[config.mk]
export PLATFORM = sky130hd
export DESIGN_NAME = sst_ctrl
export DESIGN_NICKNAME = d
export VERILOG_FILES = /design/src/sst_pkg.sv /design/src/sst_ctrl.sv
export SDC_FILE = /design/constraint.sdc
export NUM_CORES = 1
export LEC_CHECK = 0
export BUFFER_PORTS_ARGS = -buffer_cell sky130_fd_sc_hd__buf_2
export CAP_MARGIN = 40
export CORE_AREA = 2 2 39 41
export DETAILED_ROUTE_END_ITERATION = 7
export DIE_AREA = 0 0 41 43
export PLACE_DENSITY_LB_ADDON = 0.2
export REMOVE_ABC_BUFFERS = 1
export SLEW_MARGIN = 25
export SYNTH_ARGS = -nofsm -noshare
export SYNTH_HDL_FRONTEND = slang
export SYNTH_SLANG_ARGS = --single-unit
[constraint.sdc]
create_clock -name clk -period 1.4 [get_ports clk]
set_input_delay 0.07 -clock clk [delete_from_list [all_inputs] [get_ports clk]]
set_output_delay 0.07 -clock clk [all_outputs]
set_load 0.1 [all_outputs]
[src/sst_pkg.sv]
`timescale 1ns / 1ps
package sst_pkg;

  localparam int CAPACITY = 64;
  localparam int IDX_W    = $clog2(CAPACITY);
  localparam int CNT_W    = $clog2(CAPACITY + 1);
  localparam int DATA_W   = 64;

  localparam logic [1:0] OP_INSERT = 2'd0;
  localparam logic [1:0] OP_REMOVE = 2'd1;
  localparam logic [1:0] OP_QUERY  = 2'd2;

  typedef enum logic [2:0] {
    ST_IDLE,
    ST_SEARCH,
    ST_SEARCH_CMP,
    ST_SHIFT_RD,
    ST_SHIFT_WR,
    ST_FINISH
  } sst_state_t;

  typedef struct packed {
    logic load;
    logic srch_rd;
    logic srch_upd;
    logic ptr_init;
    logic shift_rd;
    logic shift_wr;
    logic write_new;
    logic res_load;
    logic res_success;
    logic res_full;
    logic cnt_inc;
    logic cnt_dec;
  } sst_cmd_t;

  typedef struct packed {
    logic [1:0] op;
    logic       found;
    logic       full;
    logic       search_done;
    logic       shift_done;
  } sst_stat_t;

endpackage

[src/sst_ctrl.sv]
`timescale 1ns / 1ps
module sst_ctrl
  import sst_pkg::*;
(
  input  logic      clk,
  input  logic      rst_n,
  input  logic      in_valid,
  output logic      in_ready,
  output logic      out_valid,
  input  logic      out_ready,
  input  sst_stat_t stat,
  output sst_cmd_t  cmd
);

  sst_state_t state_r, state_nxt;
  logic       out_valid_r, out_valid_nxt;
  logic       ins_ok, rem_ok;

  assign ins_ok = (stat.op == OP_INSERT) && !stat.found && !stat.full;
  assign rem_ok = (stat.op == OP_REMOVE) && stat.found;

  always_ff @(posedge clk) begin
    if (!rst_n) begin
      state_r     <= ST_IDLE;
      out_valid_r <= 1'b0;
    end else begin
      state_r     <= state_nxt;
      out_valid_r <= out_valid_nxt;
    end
  end

  always_comb begin
    state_nxt = state_r;
    cmd       = '0;
    in_ready  = 1'b0;
    case (state_r)
      ST_IDLE: begin
        in_ready = 1'b1;
        if (in_valid) begin
          cmd.load  = 1'b1;
          state_nxt = ST_SEARCH;
        end
      end
      ST_SEARCH: begin
        if (stat.search_done) begin
          cmd.ptr_init = 1'b1;
          state_nxt    = (ins_ok || rem_ok) ? ST_SHIFT_RD : ST_FINISH;
        end else begin
          cmd.srch_rd = 1'b1;
          state_nxt   = ST_SEARCH_CMP;
        end
      end
      ST_SEARCH_CMP: begin
        cmd.srch_upd = 1'b1;
        state_nxt    = ST_SEARCH;
      end
      ST_SHIFT_RD: begin
        if (stat.shift_done) begin
          cmd.write_new = (stat.op == OP_INSERT);
          state_nxt     = ST_FINISH;
        end else begin
          cmd.shift_rd = 1'b1;
          state_nxt    = ST_SHIFT_WR;
        end
      end
      ST_SHIFT_WR: begin
        cmd.shift_wr = 1'b1;
        state_nxt    = ST_SHIFT_RD;
      end
      ST_FINISH: begin
        if (!out_valid_r || out_ready) begin
          cmd.res_load    = 1'b1;
          cmd.res_success = ins_ok || rem_ok || ((stat.op == OP_QUERY) && stat.found);
          cmd.res_full    = (stat.op == OP_INSERT) && !stat.found && stat.full;
          cmd.cnt_inc     = ins_ok;
          cmd.cnt_dec     = rem_ok;
          state_nxt       = ST_IDLE;
        end
      end
      default: begin
        state_nxt = ST_IDLE;
      end
    endcase
  end

  always_comb begin
    if (cmd.res_load) begin
      out_valid_nxt = 1'b1;
    end else if (out_ready) begin
      out_valid_nxt = 1'b0;
    end else begin
      out_valid_nxt = out_valid_r;
    end
  end

  assign out_valid = out_valid_r;

endmodule

==> impl_metrics.tcl, run 1 <==
set metrics [dict create \
    status "finished with violations" \
    violations "negative setup slack" \
    io_pins 24 \
    clkSinkCount 4 \
    grt_pass1_vias 470 \
    ant_nets 0 \
    fin_nets 94 \
    synth-main-ff-cell "dfxtp_1" \
    grt_overflow_total 0 \
    fp-row-count 14 \
    slew_headroom 0.6809 \
    power_density_mw_per_mm2 708.5 \
    antenna_cells 0 \
    max_stage_delay_ns 0.35 \
    wl_per_cell_microns 12.90 \
    die_w_microns 41 \
    syn_avg_cell_area_sq_um 8.199 \
    min_period_ns 1.642 \
    layout-drive-gt1-share 0.7439 \
    grt_pass1_wl_microns 1821 \
    yosysUniqueCellTypes 30 \
    synth-seq-area-share 0.2078 \
    crit_fanout 2 \
    critPathTopFamily "simple AND/OR/NAND/NOR gates" \
    nFillCells 100 \
    root_buffer "clkbuf_4" \
    power.total_mw 0.6720 \
    drc 0 \
    switchingPower_mw 0.2936 \
    ys_top_cells_by_count "dfxtp_1 (4), nand2b_1 (4), nor2_1 (4)" \
    seq_power_share 0.195 \
    dp_hpwl_microns 872.7 \
    synth_top_area_share 0.2078 \
    yosysTopAreaCell "dfxtp_1" \
    drtPass1Iterations 4 \
    p_comb_frac 0.580 \
    netlist_area_sq_um 385.4 \
    ys_top_cells_by_area "dfxtp_1 (21%), nand2b_1 (6.5%), nor3b_1 (5.8%)" \
    die-area_sq_mm 0.001763 \
    clock_path_buffers 2 \
    path_class "register to primary output" \
    grt_start_max_net_pins 12 \
    async_reset_ff_frac 0 \
    cts_tree "built" \
    design_area_sq_um 948.4 \
    multi_input_area_sq_um 390.4 \
    ys_ff_latch 4 \
    worst-path-buf-inv 1 \
    clkPwrFrac 0.226 \
    cp_cell_sequence "and2b_1, or3_4, nor4b_4, buf_12" \
    antenna_found_initial 0 \
    wl_microns 1264 \
    die_h_microns 43 \
    slew_viol_final 0 \
    ys_warn_count 0 \
    cp-end-kind "primary output" \
    min_path_type "input pin to register" \
    p_sw_frac 0.4369 \
    required_ns 1.33 \
    gp_congestion 0.8288 \
    area_growth_pct 146.1 \
    start_util 0.2785 \
    crit_path_start_kind "register" \
    finalSetupViolCount 6 \
    synth_edf_count 0 \
    max_freq_mhz 609.0 \
    clk_pin_slew_worst_paths_ns 0.04 \
    tightestPinTransition_ns 0.4820 \
    track_usage 0.1526 \
    max_cap_violations 0 \
    insertion_delay_ns 0.24 \
    cp.arrival_ns 1.57 \
    io_buffers 23 \
    core-area_sq_mm 0.001384 \
    final_cells 98 \
    min_period_over_period 1.173 \
    vias_per_cell 5.122 \
    syn_inst 47 \
    hold_violations 0 \
    dpl_cell_area_sq_um 767.0 \
    setup_ws_ns -0.2420 \
    regArea_sq_um 83.83 \
    vdd_drop_max_mv 0.7389 \
    clock_skew_ns 0.002259 \
    utilization 0.6854 \
    p_leak_nw 0.4020 \
    cp_slowest_cell "or3_4" \
    internal_power_mw 0.3784 \
    cts_buffers 3 \
    rsz0062_at_grt "true" \
    place_inst 93 \
    htree_levels 1 \
    drt_iter0_drc 6 \
    num_vias 502 \
]
## path summary, 6_finish.rpt
check / end / from / slack (ns) / depth (start not counted)
setup / recovery: cmd[2] / out_valid / -0.24 / 4
setup reg to reg: state_r[0] / state_r[2] / 0.13 / 5
hold / removal: state_r[0] / rst_n / 0.07 / 3
hold reg to reg: out_valid / state_r[0] / 0.64 / 3
## placed cells by master, fill, tap and decap left out, drive strengths merged
cell type	n
a21oi	1
nand3b	2
o2111ai	1
nor3b	3
a31oi	1
and2	1
dfxtp	4
and2b	1
a21o	2
a311oi	1
or3	2
nor2	4
a211o	1
nor2b	2
or4	1
or2	1
inv	1
a211oi	2
nor4	1
a21boi	1
buf	36
nor4b	2
nor3	2
nand2b	4
nand2	2
clkbuf	3
## sequential cells by signal (all words and copies together) (netlist names)
name and flops:
state_r 3, out_valid 1
## layout make-up
class	instances	share of cell area
repair buffers	36	0.4512
multi-input cells	38	0.4116
flip-flops and latches	4	0.08839
clock buffers	3	0.02375
well taps	16	0.02111
inverters	1	0.003958
## routing by layer
layer / share of wire / up-vias / GRT usage / routed length (microns)
met4: 0.020 / 0 / 0.1000 / 25
met3: 0.062 / 3 / 0.03665 / 78
met2: 0.53 / 20 / 0.2375 / 676
li1: - / 243 / - / -
met5: 0 / - / 0 / 0
met1: 0.38 / 236 / 0.1736 / 483
## through the flow
step	setup slack (ns)	setup TNS [ns]	hold WS [ns]
4_1_cts	-0.2424	-0.7867	0.06956
2_1_floorplan	-2.556	-20.44	0.1679
3_3_place_gp	-0.05927	-0.07687	0.3232
6_report	-0.2420	-0.9051	0.07161
3_5_place_dp	-0.07186	-0.09959	0.3336
5_1_grt	-0.2849	-1.245	0.09633
## cell families after synthesis
kind of cell	Yosys count	synth area share
AO/OA/AOI/OAI	10	0.1948
buffers and inverters	5	0.09087
flip-flops	4	0.2078
AND/OR/NAND/NOR	28	0.5065
## tightest hold or removal path: stages
cell,delay (ns)
buf_2,0.11
nand2b_1,0.06
a211oi_1,0.04
## power groups by stage
| stage | Clock, mW | Sequential [mW] | Combinational, mW |
|---|---|---|---|
| 3_5_place_dp | 0 | 0.130 | 0.332 |
| 3_3_place_gp | 0 | 0.130 | 0.330 |
| 5_1_grt | 0.162 | 0.131 | 0.406 |
| 2_1_floorplan | 0 | 0.141 | 0.182 |
| 4_1_cts | 0.157 | 0.130 | 0.361 |
| 6_report | 0.152 | 0.131 | 0.390 |
## what timing repair did
action / CTS / global route
pin swaps: 3 / 3
hold buffers: 0 / 0
endpoints found under the setup margin: 11 / 8
setup buffers: 0 / 3
resized for setup: 23 / 7
Power figures use the tool's default switching activity.
==> run 2: changes to the inputs <==
--- a/config.mk
+++ b/config.mk
@@ -7,9 +7,10 @@
 export LEC_CHECK = 0
 export BUFFER_PORTS_ARGS = -buffer_cell sky130_fd_sc_hd__buf_2
 export CAP_MARGIN = 40
-export CORE_AREA = 2 2 39 41
+export CELL_PAD_IN_SITES_DETAIL_PLACEMENT = 0
+export CELL_PAD_IN_SITES_GLOBAL_PLACEMENT = 2
+export CORE_UTILIZATION = 20
 export DETAILED_ROUTE_END_ITERATION = 7
-export DIE_AREA = 0 0 41 43
 export PLACE_DENSITY_LB_ADDON = 0.2
 export REMOVE_ABC_BUFFERS = 1
 export SLEW_MARGIN = 25
==> run 2 against run 1 <==
The flow still finishes with violations (negative setup slack). Count of clock-buffer cells in the layout is the same. Clock power shrank 7%. Sequential power is essentially flat. Maximum frequency grew 0.90%. Critical endpoint unchanged.
==> impl_metrics.tcl, run 2 (same netlist as run 1, synthesis figures left out) <==
set metrics [dict create \
    htree_levels 1 \
    mostFrequentLayoutCell "buf_12" \
    max_cap_violations 0 \
    cp_slowest_cell "or3_4" \
    path_class "register to primary output" \
    status "finished with violations" \
    io_pins 24 \
    p_comb_frac 0.611 \
    wl_per_cell_microns 10.53 \
    die_w_microns 45.90 \
    p_sw_frac 0.4216 \
    seq_power_share 0.188 \
    area_growth_pct 169.8 \
    layout-drive-gt1-share 0.7931 \
    tightestPinTransition_ns 0.4815 \
    dp_hpwl_microns 848.4 \
    grt_overflow_total 0 \
    switchingPower_mw 0.2952 \
    internal_power_mw 0.4050 \
    vdd_drop_max_mv 0.4348 \
    core-area_sq_mm 0.001764 \
    r2r_start "state_r[2]" \
    root_buffer "clkbuf_4" \
    final_cells 112 \
    cts-hold-fix-buffers 0 \
    min_period_ns 1.627 \
    power_density_mw_per_mm2 673.4 \
    clock_path_buffers 2 \
    cts_buffers 3 \
    drc 0 \
    hold_violations 0 \
    violations "negative setup slack" \
    fin_nets 99 \
    worstHoldStart "rst_n" \
    p_leak_nw 0.4542 \
    required_ns 1.33 \
    largest_register_ffs 3 \
    ant_nets 0 \
    slew_headroom 0.6812 \
    regMostFlops "state_r" \
    finalSetupViolCount 6 \
    setup_ws_ns -0.2273 \
    die-area_sq_mm 0.002106 \
    grt_pass1_vias 426 \
    num_vias 498 \
    drt_iter0_drc 4 \
    clkSinkCount 4 \
    drtPass1Iterations 2 \
    multi_input_area_sq_um 430.4 \
    antenna_found_initial 0 \
    cp-end-kind "primary output" \
    antenna_cells 0 \
    min_path_type "input pin to register" \
    start_util 0.2184 \
    vias_per_cell 4.446 \
    max_freq_mhz 614.5 \
    regArea_sq_um 83.83 \
    final_cell_mix "buf_12 (13), buf_4 (12), buf_2 (10), buf_6 (6), nor2_4 (4)" \
    clkPwrFrac 0.201 \
    place_inst 103 \
    max_stage_delay_ns 0.39 \
    wl_microns 1179 \
    insertion_delay_ns 0.23 \
    fp-row-count 15 \
    dpl_cell_area_sq_um 785.8 \
    startpoint "state_r[1]" \
    cp.arrival_ns 1.56 \
    slew_viol_final 0 \
    gp_congestion 0.7724 \
    grt_start_max_net_pins 12 \
    clk_pin_slew_worst_paths_ns 0.04 \
    die_h_microns 45.90 \
    clock_skew_ns 0.001180 \
    rsz0062_at_grt "true" \
    min_period_over_period 1.162 \
    tns_ns -0.7264 \
    grt_pass1_wl_microns 1731 \
    cts_tree "built" \
    utilization 0.5894 \
    nFillCells 165 \
    cp_cell_sequence "nand3b_4, or3_4, nor4b_4, buf_12" \
    crit_fanout 2 \
    io_buffers 23 \
    track_usage 0.1132 \
    crit_path_start_kind "register" \
    design_area_sq_mm 0.001040 \
]
run 2: per-stage QoR:
stage | hold slack [ns] | setup WS, ns | power [mW]
2_1_floorplan | 0.1679 | -2.556 | 0.3229
4_1_cts | 0.07136 | -0.2365 | 0.6697
6_report | 0.08270 | -0.2273 | 0.7002
5_1_grt | 0.07048 | -0.2943 | 0.7409
3_3_place_gp | 0.3297 | -0.05958 | 0.4659
3_5_place_dp | 0.3267 | -0.08045 | 0.4653
run 2: power groups by stage:
stage | Combinational [mW] | Sequential (mW) | Clock, mW
after floorplan | 0.182 | 0.141 | 0
after global placement | 0.336 | 0.130 | 0
after detailed placement | 0.334 | 0.131 | 0
after CTS | 0.388 | 0.131 | 0.151
after global routing | 0.447 | 0.132 | 0.162
final | 0.428 | 0.132 | 0.141
run 2: path summary, 6_finish.rpt:
kind / to / slack [ns] / cells past startpoint
max: cmd[2] / -0.23 / 4
min reg2reg: out_valid / 0.63 / 3
max reg2reg: state_r[2] / -0.03 / 8
min: state_r[0] / 0.08 / 3
run 2: cell type report:
type / count / area share
multi-input cells: 38 / 0.4140
repair buffers: 41 / 0.4501
inverters: 1 / 0.003610
flip-flops and latches: 4 / 0.08063
well taps: 25 / 0.03008
clock buffers: 3 / 0.02166
run 2: worst max-delay path, delay by kind of cell (launching register included):
| kind | cells | cell delay [ns] |
|---|---|---|
| flip-flops | 1 | 0.31 |
| AND/OR/NAND/NOR | 3 | 0.80 |
| buffers and inverters | 1 | 0.21 |
run 2: timing repair:
item | in CTS | in global routing
gates resized for setup | 23 | 16
endpoints found under the setup margin | 11 | 10
buffers inserted | 6 | 4
pin swaps | 5 | 4
run 2: layer usage:
metal | vias up | share of wire | global-route usage
met5 | - | 0 | 0
met4 | 0 | 0 | 0.05294
met3 | 0 | 0.041 | 0.01587
met2 | 10 | 0.51 | 0.1718
met1 | 234 | 0.45 | 0.1553
li1 | 254 | - | -
